$ cat config.mk
export PLATFORM = sky130hd
export DESIGN_NAME = pcvcs_ctrl
export DESIGN_NICKNAME = d
export VERILOG_FILES = /design/src/design/pcvcs_pkg.sv /design/src/design/pcvcs_ctrl.sv
export SDC_FILE = /design/constraint.sdc
export NUM_CORES = 1
export LEC_CHECK = 0
export ABC_CLOCK_PERIOD_IN_PS = 3020
export BUFFER_PORTS_ARGS = -buffer_cell sky130_fd_sc_hd__buf_2
export CELL_PAD_IN_SITES_DETAIL_PLACEMENT = 1
export CELL_PAD_IN_SITES_GLOBAL_PLACEMENT = 1
export CORE_MARGIN = 4
export CORE_UTILIZATION = 40
export CTS_CLUSTER_SIZE = 20
export DETAILED_ROUTE_END_ITERATION = 12
export HOLD_SLACK_MARGIN = 0.06
export PLACE_DENSITY = 0.85
export SYNTH_ARGS = -nofsm -noshare
export SYNTH_HDL_FRONTEND = slang
export SYNTH_SLANG_ARGS = --single-unit
$ cat constraint.sdc
create_clock -name clk -period 3.02 [get_ports clk]
set_clock_uncertainty 0.1 [all_clocks]
set_input_delay 0.151 -clock clk [delete_from_list [all_inputs] [get_ports clk]]
set_output_delay 0.151 -clock clk [all_outputs]
set_load 0.01 [all_outputs]
$ cat src/design/pcvcs_pkg.sv
// Shared types for the point cloud voxel coverage statistics core.
// Holds the payload structs, register indexes and controller/datapath links.
// No dependencies.
package pcvcs_pkg;

    typedef struct packed {
        logic               action;
        logic signed [31:0] point_x;
        logic signed [31:0] point_y;
        logic signed [31:0] point_z;
    } in_item_t;

    typedef struct packed {
        logic [31:0] mean_error;
        logic [47:0] squared_dev_sum;
        logic [31:0] accepted_points;
        logic [15:0] covered_cells;
    } out_item_t;

    localparam logic [2:0] REG_BOX_MIN_X     = 3'd0;
    localparam logic [2:0] REG_BOX_MIN_Y     = 3'd1;
    localparam logic [2:0] REG_BOX_MIN_Z     = 3'd2;
    localparam logic [2:0] REG_BOX_MAX_X     = 3'd3;
    localparam logic [2:0] REG_BOX_MAX_Y     = 3'd4;
    localparam logic [2:0] REG_BOX_MAX_Z     = 3'd5;
    localparam logic [2:0] REG_INV_CELL_SIZE = 3'd6;
    localparam logic [2:0] REG_GROUND_BAND   = 3'd7;

    localparam logic       ACTION_POINT = 1'b0;
    localparam logic       ACTION_CLEAR = 1'b1;

    localparam logic [31:0] INV_CELL_RESET = 32'd65536;
    localparam logic [30:0] BAND_RESET     = 31'd6554;

    typedef enum logic [1:0] {
        AXIS_X = 2'd0,
        AXIS_Y = 2'd1,
        AXIS_Z = 2'd2
    } axis_t;

    typedef struct packed {
        logic       load_point;
        logic       prep;
        logic       sq_issue;
        axis_t      sq_axis;
        logic       sq_acc;
        logic       sqrt_init;
        logic       sqrt_step;
        logic       decide;
        logic       div_init;
        logic       div_step;
        logic       mean_upd;
        logic       dev_issue;
        logic       dev_acc;
        logic       proj_issue;
        axis_t      proj_axis;
        logic       proj_cap;
        axis_t      cap_axis;
        logic       mark_rd;
        logic [2:0] voxel;
        logic       mark_wr;
        logic       clr_step;
        logic       clr_stats;
        logic       load_out;
    } cmd_t;

    typedef struct packed {
        logic counted;
        logic clr_last;
    } status_t;

endpackage

$ cat src/design/pcvcs_ctrl.sv
// Controller state machine that sequences the datapath for one item.
// Uses pcvcs_pkg.
module pcvcs_ctrl
    import pcvcs_pkg::*;
(
    input  logic    clk,
    input  logic    rst_n,
    input  logic    in_valid,
    input  logic    in_action,
    output logic    in_stall,
    input  logic    out_stall,
    output logic    out_valid,
    input  status_t stat,
    output cmd_t    cmd
);

    typedef enum logic [15:0] {
        ST_CLEAR     = 16'b0000_0000_0000_0001,
        ST_IDLE      = 16'b0000_0000_0000_0010,
        ST_PREP      = 16'b0000_0000_0000_0100,
        ST_SQ        = 16'b0000_0000_0000_1000,
        ST_SQRT_INIT = 16'b0000_0000_0001_0000,
        ST_SQRT      = 16'b0000_0000_0010_0000,
        ST_DECIDE    = 16'b0000_0000_0100_0000,
        ST_DIV_INIT  = 16'b0000_0000_1000_0000,
        ST_DIV       = 16'b0000_0001_0000_0000,
        ST_MEAN      = 16'b0000_0010_0000_0000,
        ST_DEV_MUL   = 16'b0000_0100_0000_0000,
        ST_DEV_ACC   = 16'b0000_1000_0000_0000,
        ST_PROJ      = 16'b0001_0000_0000_0000,
        ST_MARK_RD   = 16'b0010_0000_0000_0000,
        ST_MARK_WR   = 16'b0100_0000_0000_0000,
        ST_DONE      = 16'b1000_0000_0000_0000
    } state_t;

    state_t     state_reg, state_next;
    logic [5:0] cnt_reg, cnt_next, cnt_m1;
    logic       reply_reg, reply_next;
    logic       out_valid_reg, out_valid_next;
    logic       accept;

    assign in_stall = state_reg != ST_IDLE;
    assign accept   = in_valid && !in_stall;
    assign cnt_m1   = cnt_reg - 6'd1;

    always_comb
    begin
        state_next = state_reg;
        cnt_next   = cnt_reg;
        reply_next = reply_reg;
        cmd        = '0;
        case (state_reg)
            ST_CLEAR:
            begin
                cmd.clr_step = 1'b1;
                if (stat.clr_last)
                begin
                    state_next = reply_reg ? ST_DONE : ST_IDLE;
                    reply_next = 1'b0;
                end
            end
            ST_IDLE:
            begin
                if (accept)
                begin
                    cmd.load_point = 1'b1;
                    if (in_action == ACTION_CLEAR)
                    begin
                        cmd.clr_stats = 1'b1;
                        reply_next    = 1'b1;
                        state_next    = ST_CLEAR;
                    end
                    else
                    begin
                        state_next = ST_PREP;
                    end
                end
            end
            ST_PREP:
            begin
                cmd.prep   = 1'b1;
                cnt_next   = '0;
                state_next = ST_SQ;
            end
            ST_SQ:
            begin
                cmd.sq_issue = cnt_reg < 6'd3;
                cmd.sq_axis  = axis_t'(cnt_reg[1:0]);
                cmd.sq_acc   = cnt_reg != 6'd0;
                cnt_next     = cnt_reg + 6'd1;
                if (cnt_reg == 6'd3)
                begin
                    state_next = ST_SQRT_INIT;
                end
            end
            ST_SQRT_INIT:
            begin
                cmd.sqrt_init = 1'b1;
                cnt_next      = '0;
                state_next    = ST_SQRT;
            end
            ST_SQRT:
            begin
                cmd.sqrt_step = 1'b1;
                cnt_next      = cnt_reg + 6'd1;
                if (cnt_reg == 6'd31)
                begin
                    state_next = ST_DECIDE;
                end
            end
            ST_DECIDE:
            begin
                cmd.decide = 1'b1;
                state_next = ST_DIV_INIT;
            end
            ST_DIV_INIT:
            begin
                cnt_next = '0;
                if (stat.counted)
                begin
                    cmd.div_init = 1'b1;
                    state_next   = ST_DIV;
                end
                else
                begin
                    state_next = ST_PROJ;
                end
            end
            ST_DIV:
            begin
                cmd.div_step = 1'b1;
                cnt_next     = cnt_reg + 6'd1;
                if (cnt_reg == 6'd30)
                begin
                    state_next = ST_MEAN;
                end
            end
            ST_MEAN:
            begin
                cmd.mean_upd = 1'b1;
                state_next   = ST_DEV_MUL;
            end
            ST_DEV_MUL:
            begin
                cmd.dev_issue = 1'b1;
                state_next    = ST_DEV_ACC;
            end
            ST_DEV_ACC:
            begin
                cmd.dev_acc = 1'b1;
                cnt_next    = '0;
                state_next  = ST_PROJ;
            end
            ST_PROJ:
            begin
                cmd.proj_issue = cnt_reg < 6'd3;
                cmd.proj_axis  = axis_t'(cnt_reg[1:0]);
                cmd.proj_cap   = cnt_reg != 6'd0;
                cmd.cap_axis   = axis_t'(cnt_m1[1:0]);
                cnt_next       = cnt_reg + 6'd1;
                if (cnt_reg == 6'd3)
                begin
                    cnt_next   = '0;
                    state_next = ST_MARK_RD;
                end
            end
            ST_MARK_RD:
            begin
                cmd.mark_rd = 1'b1;
                cmd.voxel   = cnt_reg[2:0];
                state_next  = ST_MARK_WR;
            end
            ST_MARK_WR:
            begin
                cmd.mark_wr = 1'b1;
                cnt_next    = cnt_reg + 6'd1;
                state_next  = (cnt_reg == 6'd7) ? ST_DONE : ST_MARK_RD;
            end
            ST_DONE:
            begin
                if (!out_valid_reg || !out_stall)
                begin
                    cmd.load_out = 1'b1;
                    state_next   = ST_IDLE;
                end
            end
            default:
            begin
                state_next = ST_IDLE;
            end
        endcase
    end

    always_comb
    begin
        out_valid_next = out_valid_reg;
        if (out_valid_reg && !out_stall)
        begin
            out_valid_next = 1'b0;
        end
        if (cmd.load_out)
        begin
            out_valid_next = 1'b1;
        end
    end

    always_ff @(posedge clk or negedge rst_n)
    begin
        if (!rst_n)
        begin
            state_reg     <= ST_CLEAR;
            cnt_reg       <= '0;
            reply_reg     <= 1'b0;
            out_valid_reg <= 1'b0;
        end
        else
        begin
            state_reg     <= state_next;
            cnt_reg       <= cnt_next;
            reply_reg     <= reply_next;
            out_valid_reg <= out_valid_next;
        end
    end

    assign out_valid = out_valid_reg;

    a_load_free: assert property (@(posedge clk) disable iff (!rst_n)
        cmd.load_out |-> (!out_valid_reg || !out_stall))
        else $error("result register overwritten while a transfer is pending");

    a_clear_quiet: assert property (@(posedge clk) disable iff (!rst_n)
        state_reg == ST_CLEAR |-> !cmd.mark_wr && !cmd.load_point)
        else $error("map written by a point during the clearing pass");

    a_reply_done: assert property (@(posedge clk) disable iff (!rst_n)
        (state_reg == ST_CLEAR && stat.clr_last && reply_reg) |=> state_reg == ST_DONE)
        else $error("clear transfer did not produce a result");

endmodule

# == After elaboration in Yosys (flattened, before gate mapping) ==
# Cells that the tools add are included.
# classes
magnitude_cmp,1
reduce_logical,14
eq_ne,29
n_mux,42
add_sub_neg,2
# op_table
cell,n
case mux 16 bit (16 select lines),1
2-to-1 mux 16 bit,9
2-to-1 mux 1 bit,24
case mux 6 bit (3 select lines),1
equality test 16 x 1 -> 1 bit (second input constant),1
equality test 16 x 10 -> 1 bit (second input constant),1
equality test 16 x 11 -> 1 bit (second input constant),1
equality test 16 x 12 -> 1 bit (second input constant),1
equality test 16 x 13 -> 1 bit (second input constant),1
equality test 16 x 14 -> 1 bit (second input constant),1
equality test 16 x 15 -> 1 bit (second input constant),1
equality test 16 bit (second input constant),1
equality test 16 x 2 -> 1 bit (second input constant),1
equality test 16 x 3 -> 1 bit (second input constant),1
equality test 16 x 4 -> 1 bit (second input constant),1
equality test 16 x 5 -> 1 bit (second input constant),1
equality test 16 x 6 -> 1 bit (second input constant),1
equality test 16 x 7 -> 1 bit (second input constant),1
equality test 16 x 8 -> 1 bit (second input constant),1
equality test 16 x 9 -> 1 bit (second input constant),1
!= test 16 x 2 -> 1 bit (second input constant),1
!= test 2 bit (second input constant),8
2-to-1 mux 13 bit,1
equality test 6 x 5 -> 1 bit (second input constant),2
18 further kinds,25
# word_totals
output_inout_bits,30
register_bits,24
wordCells,92
input_bits,7

# == Logic depth before layout (Yosys ltp) ==
# Gate-level depths: netlist of run 1.
# depth
word_depth,5
depth_mapped,9
mapped_depth_nobuf,6

# == Worst setup path after synthesis of run 1 ==
# No wires, ideal clock.
# synth_timing
path_type,reg-to-reg
from,reg state_reg[1]
to,reg cnt_reg[3]
arrival_time_ps,2179
path_stages_with_launch,8
required_time_ps,2796
synth_period_minus_slack_ps,2403
setup_ps,124
setup_slack_ps,617
n_path_buf,2
path_cell_list,dfrtp_1 -> or4_4 -> buf_2 -> nor4_4 -> a311oi_2 -> and3_1 -> buf_2 -> a211o_1
# synth_between
elab_chain_cells,3
word_cells_on_any_way,13
cone_classes,eq/ne (9); mux (1); reduce/logical (3)
# synth_lines
item,line_no,source
"start, declared",pcvcs_ctrl.sv:36,"state_t state_reg, state_next;"
"start signal, assigned",pcvcs_ctrl.sv:218,state_reg <= state_next;
equality test 16 x 15 -> 1 bit (tied with other cells),pcvcs_ctrl.sv:52,case (state_reg)
OR reduction 4 bit (no source line),n/a,
case mux 6 bit (3 select lines) / nonzero test 3 bit (equally long branches),n/a,
"end signal, assigned",pcvcs_ctrl.sv:219,cnt_reg <= cnt_next;
"end, declared",pcvcs_ctrl.sv:37,"logic [5:0] cnt_reg, cnt_next, cnt_m1;"
# Several ways; a longest one is shown, not always the timed one.
# A chain may end at the register's enable or synchronous reset.

==> flow_summary.yaml, run 1 <==
setup_path:
  path_max_fanout: 7
  cp.required_ps: 2770
  end_kind: "output pin"
  rr_worst_depth: 6
  critPathLaunchType: "register"
  crit_arrival_ps: 2470
  worstSetupPathType: "register to output pin"
logic_synthesis:
  synthArstFlopShare_pct: 100.0
  synth_top_cell_area_share_pct: 34.00
  synthesis.area_um2: 1693
  ys_seq_area_share_pct: 35.55
  yosysMostFrequentCell: "dfrtp_1"
  synth_flop_cell: "dfrtp_1"
  yosys_warnings: 0
  synthTopCellsByArea: "dfrtp_1 34%, nor2_1 4.2%, nand2_1 3.8%, or4b_2 3.5%, nor4_1 3.3%"
  syn_area_per_cell_um2: 8.957
  synth_cell_types: 49
  ys_seq_elements: 24
  syn-num-nets: 199
  synth_common_cells: "23 x dfrtp_1, 19 x nor2_1, 17 x nand2_1"
  synth_edf_count: 0
  synth_top_cell_by_area: "dfrtp_1"
  syn_inst: 189
global_routing:
  grt_antenna_before_repair: 0
  grt_usage_pct: 20.17
  grt_pass1_wl_mm: 8.514
  grt_pass1_vias: 1695
  grt_overflow: 0
  grt_start_max_net_pins: 25
cts:
  tritoncts: "yes"
  clk_latency_ps: 270
  htree_num_levels: 1
  clockBufferDepth: 2
  post_cts_buffers: 0
  path_clk_slew_ps: 90
  cts_sinks: 24
  cts_buffers: 3
  root_buffer: "clkbuf_8"
finish:
  diodes: 0
  largest_reg_flops: 16
  fin_nets: 236
  drive_above_1_share_pct: 30.22
  syn2layout_area_growth_pct: 16.41
power_and_ir_drop:
  combPwrFrac_pct: 45.9
  leakage_uw: 0.0009771
  internal-power_uw: 689.9
  p_seq_share_pct: 35.5
  netSwitchingFraction_pct: 42.10
  power_density_nw_per_um2: 604.6
  p_clk_share_pct: 18.6
  p_switching_uw: 501.6
  total_power_uw: 1192
  ir_drop_mv: 0.4616
sta:
  finalSetupTns_ps: 0
  max_slew_margin_pct: 51.61
  min_period_ps: 2720
  finalMaxSlewViolations: 0
  setup_viol: 0
  hold_viol: 0
  fin_crit_sh_pct: 90.08
  grt_setup_unrepaired: "false"
  worst_slew_pin_slew_ps: 719.9
  max_freq_mhz: 367.6
floorplan:
  rows: 23
  ios: 37
  die_h_um: 73.06
  die_area_um2: 5337
  core-area_um2: 4058
  initial_utilization_pct: 41.72
  fp.dieW_um: 73.06
min_path:
  holdPathStages: 3
  min_path_type: "input port to register"
status:
  status: "complete, no violations"
drt:
  drtAntennaViolNets: 0
  firstDrtPassIters: 4
  dr_total_vias: 1650
  postRouteWirelength_mm: 5.001
  vias_per_cell: 6.000
  post-route-drc-count: 0
  wl_per_cell_um: 18.19
  drt_iter0_drc: 134
flow_run:
  max_cap_violations: 0
placement:
  dpl.hpwl_mm: 3.860
  port_buffers: 36
  gp_congestion: 0.8484
==> critical path, stage by stage (launching register included) <==
cell     delay (ps)
dfrtp_1         450
or4_1           700
nor2_1          380
nand3_1         280
nor3_1          240
buf_2           160
==> final timing paths <==
| check | slack [ps] | end | start |
|---|---|---|---|
| min reg2reg | 500 | reply_reg | reply_reg |
| min | 90 | out_valid | out_stall |
| max | 300 | cmd[25] | state_reg[9] |
| min in group asynchronous | 290 | state_reg[14] | rst_n |
| max reg2reg | 510 | cnt_reg[3] | state_reg[9] |
| max in group asynchronous | 2150 | state_reg[0] | rst_n |
==> stage by stage <==
step	cell area, um2	instances	util (%)	hold WS (ps)	setup slack, ps
floorplan	1693	189	-	-244.6	617.3
global placement	1889	269	46.56	70.11	409.6
detailed placement	1889	269	46.56	76.20	346.1
CTS	1964	275	48.41	78.40	16.22
global route	1971	275	48.57	105.3	60.75
finish	1971	275	48.57	85.07	299.6
==> layout by cell type, fill, tap and decap left out, types with 4 or more instances in the layout <==
cell / n
buf_2: 36
dfrtp_1: 23
nor2_1: 19
nand2_1: 17
inv_1: 9
nand3_1: 9
nor4_1: 8
nor3_1: 8
a21oi_1: 8
or4b_2: 6
nor4b_1: 6
nand2b_1: 5
buf_4: 5
and3_1: 4
nand4b_1: 4
and2_1: 4
o21ai_0: 4
clkbuf_8: 4
==> power groups by stage <==
| stage | clock network (uW) | registers, uW | logic (uW) |
|---|---|---|---|
| after global placement | 0 | 425 | 522 |
| after floorplan | 0 | 411 | 392 |
| after global routing | 237 | 431 | 603 |
| final | 221 | 423 | 547 |
| after detailed placement | 0 | 430 | 537 |
| after CTS | 230 | 423 | 545 |
==> layout make-up <==
cell class	count	area [um2]
inverter	9	33.78
multi-input combinational	145	979.7
timing repair buffer	43	237.7
clock buffer	4	55.05
sequential	24	601.8
fill	499	2087
tap	50	62.56
==> per-layer routing <==
layer  GRT usage (%)  wire length, um  up-vias
li1                -                -      778
met3           2.617              266        7
met5               0                0        -
met2           32.57             2325       49
met4           5.943               85        0
met1           28.00             2324      816
==> what timing repair did <==
action	in CTS	in global routing
endpoints found under the hold margin	24	0
resized for setup	0	1
endpoints found under the setup margin	0	4
hold buffers	2	0
==> cells by family (layout without fill, tap and decap cells) <==
group | count (synthesis) | after routing | share of synthesized area, %
AO/OA/AOI/OAI | 32 | 32 | 13.60
buffers and inverters | 20 | 56 | 6.946
adder cells (fa/ha/maj) | 3 | 3 | 2.218
flip-flops | 24 | 24 | 35.55
XOR/XNOR | 2 | 2 | 1.035
AND/OR/NAND/NOR | 107 | 107 | 39.98
multiplexers | 1 | 1 | 0.6651
Note: power is estimated with default switching activity, not from simulation.
==> inputs of run 2 (changes only) <==
--- a/config.mk
+++ b/config.mk
@@ -15,6 +15,7 @@
 export DETAILED_ROUTE_END_ITERATION = 12
 export HOLD_SLACK_MARGIN = 0.06
 export PLACE_DENSITY = 0.85
+export REMOVE_ABC_BUFFERS = 1
 export SYNTH_ARGS = -nofsm -noshare
 export SYNTH_HDL_FRONTEND = slang
 export SYNTH_SLANG_ARGS = --single-unit
==> flow_summary.yaml, run 2 (same netlist as run 1, synthesis figures left out) <==
global_routing:
  grt_pass1_wl_mm: 8.680
  grt_antenna_before_repair: 0
  grt_usage_pct: 20.71
  grt_overflow: 0
  grt_pass1_vias: 1737
  grt_start_max_net_pins: 25
placement:
  place_area_um2: 1897
  port_buffers: 36
  dpl.hpwl_mm: 3.904
  gp_congestion: 0.9010
finish:
  diodes: 0
  layout_commonest_cell: "buf_2"
  multiInputGateArea_um2: 979.7
  post-route-util_pct: 49.00
  fin_nets: 238
  final_area_um2: 1988
  final_cell_mix: "36 x buf_2, 23 x dfrtp_1, 19 x nor2_1"
  largest_reg_flops: 16
  final-seq-area_um2: 601.8
  drive_above_1_share_pct: 30.40
  num-fill-cells: 500
  syn2layout_area_growth_pct: 17.44
drt:
  post-route-drc-count: 0
  drt_iter0_drc: 98
  postRouteWirelength_mm: 5.093
  vias_per_cell: 5.971
  drtAntennaViolNets: 0
  dr_total_vias: 1654
  firstDrtPassIters: 4
  wl_per_cell_um: 18.39
floorplan:
  fp.dieW_um: 73.06
  ios: 37
  die_area_um2: 5337
  rows: 23
  core-area_um2: 4058
  die_h_um: 73.06
  initial_utilization_pct: 41.72
power_and_ir_drop:
  total_power_uw: 1215
  ir_drop_mv: 0.3253
  leakage_uw: 0.0009867
  power_density_nw_per_um2: 611.2
cts:
  cts_buffers: 3
  post_cts_buffers: 0
  path_clk_slew_ps: 90
  root_buffer: "clkbuf_8"
  clk_latency_ps: 280
  clockBufferDepth: 2
  htree_num_levels: 1
  tritoncts: "yes"
  cts_sinks: 24
sta:
  finalMaxSlewViolations: 0
  max_slew_margin_pct: 61.56
  hold_viol: 0
  setup_viol: 0
  max_freq_mhz: 361.8
  finalSetupTns_ps: 0
  worst_slew_pin_slew_ps: 576.5
  grt_setup_unrepaired: "false"
  fin_crit_sh_pct: 91.51
  min_period_ps: 2764
setup_path:
  cp.depth: 5
  crit_arrival_ps: 2510
  critPathLaunchType: "register"
  path_max_fanout: 7
  endpoint: "cmd[1]"
  rr_worst_depth: 6
  path_delay_family: "simple AND/OR/NAND/NOR gates"
  crit_path_max_incr_delay_ps: 710
  timing.rr.end: "cnt_reg[3]"
  critPathLaunch: "state_reg[9]"
  reg2reg_from: "state_reg[9]"
  slowest_stage: "or4_1"
  worstSetupPathType: "register to output pin"
  crit_chain: "or4_1 > nor2_1 > and3_1 > and3_1 > buf_2"
  end_kind: "output pin"
  cp.required_ps: 2770
  critical_path_buf_inv_count: 1
  critPathMostFrequentCell: "and3_1"
  regToRegSetupSlack_ps: 490
flow_run:
  max_cap_violations: 0
min_path:
  min_path_type: "input port to register"
status:
  status: "complete, no violations"
[run 2: final cells by class]
type | instances | share of cell area [%]
repair buffers | 45 | 12.84
inverters | 9 | 1.699
multi-input cells | 145 | 49.28
flip-flops and latches | 24 | 30.27
clock buffers | 4 | 2.769
well taps | 50 | 3.147
[run 2: repair_timing]
item / in CTS / in global routing
hold buffers: 3 / 0
resized for setup: 0 / 1
endpoints found under the setup margin: 0 / 3
endpoints found under the hold margin: 25 / 0
[run 2: metal layers]
layer  share of wire, %  GRT usage, %  vias up
li1                   -             -      783
met1                 47         28.78      814
met2                 47         33.66       55
met3                6.0         2.617        2
met4               0.67         5.738        0
met5                  0             0        -
[run 2: report_power, final]
| part | leakage (uW) | internal [uW] | switching (uW) | total, uW |
|---|---|---|---|---|
| sequential | 0.000326 | 366 | 58.8 | 425 |
| clock | 0.0000288 | 117 | 115 | 232 |
| combinational | 0.000632 | 211 | 347 | 558 |
[run 2: metrics by stage]
step           setup slack, ps  hold WS [ps]  instances
6_report                 256.3         69.28        277
5_1_grt                  137.7         86.78        277
4_1_cts                  179.7         70.40        277
3_5_place_dp             464.7         75.15        270
3_3_place_gp             493.6         78.92        270
2_1_floorplan            662.0        -244.6        178
[run 2: worst min path at each step]
stage             from  cells past startpoint  slack (ps)      endpoint
2_1_floorplan    rst_n                      0        -240    cnt_reg[0]
3_3_place_gp     rst_n                      1          80     out_valid
3_5_place_dp     rst_n                      1          80  state_reg[7]
4_1_cts        stat[0]                      4          70     reply_reg
5_1_grt        stat[0]                      3          90  state_reg[0]
6_report       stat[0]                      4          70     reply_reg
[run 2: worst register-to-register path: stages, from the launching register on]
cell     delay, ps
dfrtp_1        460
or4_1          710
or4_4          650
a21oi_2        190
nor2b_2        100
nor3_2         160
a211o_1        120
==> inputs of run 3 (changes only) <==
--- a/config.mk
+++ b/config.mk
@@ -14,6 +14,7 @@
 export CTS_CLUSTER_SIZE = 20
 export DETAILED_ROUTE_END_ITERATION = 12
 export HOLD_SLACK_MARGIN = 0.06
+export MAX_ROUTING_LAYER = met4
 export PLACE_DENSITY = 0.85
 export REMOVE_ABC_BUFFERS = 1
 export SYNTH_ARGS = -nofsm -noshare
==> flow_summary.yaml, run 3 (same netlist as run 1, synthesis figures left out) <==
setup_path:
  crit_arrival_ps: 2510
  end_kind: "output pin"
  critPathLaunchType: "register"
  path_max_fanout: 7
  worstSetupPathType: "register to output pin"
  regToRegSetupSlack_ps: 490
  cp.required_ps: 2770
finish:
  drive_above_1_share_pct: 30.40
  final_cell_mix: "36 x buf_2, 23 x dfrtp_1, 19 x nor2_1"
  diodes: 0
  layout_commonest_cell: "buf_2"
  largest_reg_flops: 16
  fin_nets: 238
  post-route-util_pct: 49.00
  syn2layout_area_growth_pct: 17.44
cts:
  cts_buffers: 3
  clockBufferDepth: 2
  cts_sinks: 24
  path_clk_slew_ps: 90
  htree_num_levels: 1
  root_buffer: "clkbuf_8"
  tritoncts: "yes"
  clk_latency_ps: 280
placement:
  pre_cts_ws_ps: 464.7
  port_buffers: 36
  dpl.hpwl_mm: 3.904
  gp_congestion: 0.9164
sta:
  grt_setup_unrepaired: "false"
  setup_viol: 0
  whs_ps: 70.99
  hold_viol: 0
  min_period_ps: 2764
  max_freq_mhz: 361.7
  finalSetupTns_ps: 0
  worst_slew_pin_slew_ps: 568.0
  fin_crit_sh_pct: 91.54
  finalMaxSlewViolations: 0
  max_slew_margin_pct: 62.13
  setup_ws_ps: 255.5
power_and_ir_drop:
  leakage_uw: 0.0009867
  power_density_nw_per_um2: 608.0
  total_power_uw: 1209
  ir_drop_mv: 0.3255
floorplan:
  core-area_um2: 4058
  fp.dieW_um: 73.06
  die_h_um: 73.06
  initial_utilization_pct: 41.72
  rows: 23
  die_area_um2: 5337
  ios: 37
drt:
  drtAntennaViolNets: 0
  firstDrtPassIters: 4
  wl_per_cell_um: 18.29
  vias_per_cell: 5.949
  drt_iter0_drc: 183
  dr_total_vias: 1648
  postRouteWirelength_mm: 5.067
  post-route-drc-count: 0
status:
  status: "complete, no violations"
global_routing:
  grt_pass1_wl_mm: 8.700
  grt_pass1_vias: 1729
  grt_overflow: 0
  grt_antenna_before_repair: 0
  grt_usage_pct: 21.37
  grt_start_max_net_pins: 25
min_path:
  min_path_type: "input port to register"
flow_run:
  max_cap_violations: 0
## run 3: cell counts in the layout (fill, tap and decap cells not counted)
No cell type changed its count.
## run 3: final timing paths
check / from / end / depth (start not counted)
worst max-delay path: state_reg[9] / cmd[1] / 5
worst min-delay path: stat[0] / reply_reg / 4
worst max register to register: state_reg[9] / cnt_reg[3] / 6
worst min register to register: out_valid / out_valid / 2
max in group asynchronous: rst_n / state_reg[6] / 2
min in group asynchronous: rst_n / out_valid / 2
## run 3: layout make-up
class | count | area (um2)
sequential | 24 | 601.8
timing repair buffer | 45 | 255.2
multi-input combinational | 145 | 979.7
inverter | 9 | 33.78
clock buffer | 4 | 55.05
tap | 50 | 62.56
fill | 500 | 2069
## run 3: layer usage
| layer | global-route usage, % | vias up | part of all wire [%] |
|---|---|---|---|
| met5 | - | - | 0 |
| met4 | 5.738 | 0 | 0.83 |
| met3 | 2.204 | 5 | 6.5 |
| met2 | 33.57 | 54 | 48 |
| met1 | 29.29 | 809 | 45 |
| li1 | - | 780 | - |
## run 3: timing repair
item | 4_1_cts | 5_1_grt
resized for setup | 0 | 1
buffers inserted | 0 | 0
hold buffers | 3 | 0
endpoints found under the hold margin | 25 | 0
endpoints found under the setup margin | 0 | 3
## run 3: critical path, cell delays in order (launching register included)
cell     delay, ps
dfrtp_1        450
or4_1          700
nor2_1         390
and3_1         320
and3_1         220
buf_2          150
## run 3: power breakdown
group          internal [uW]  switching, uW  leakage, uW
clock network            117            111    0.0000288
registers                366           57.7     0.000326
logic                    211            345     0.000632
## run 3: per-stage QoR
step | area, um2 | instances
3_3_place_gp | 1897 | 270
4_1_cts | 1982 | 277
3_5_place_dp | 1897 | 270
2_1_floorplan | 1609 | 178
6_report | 1988 | 277
5_1_grt | 1988 | 277
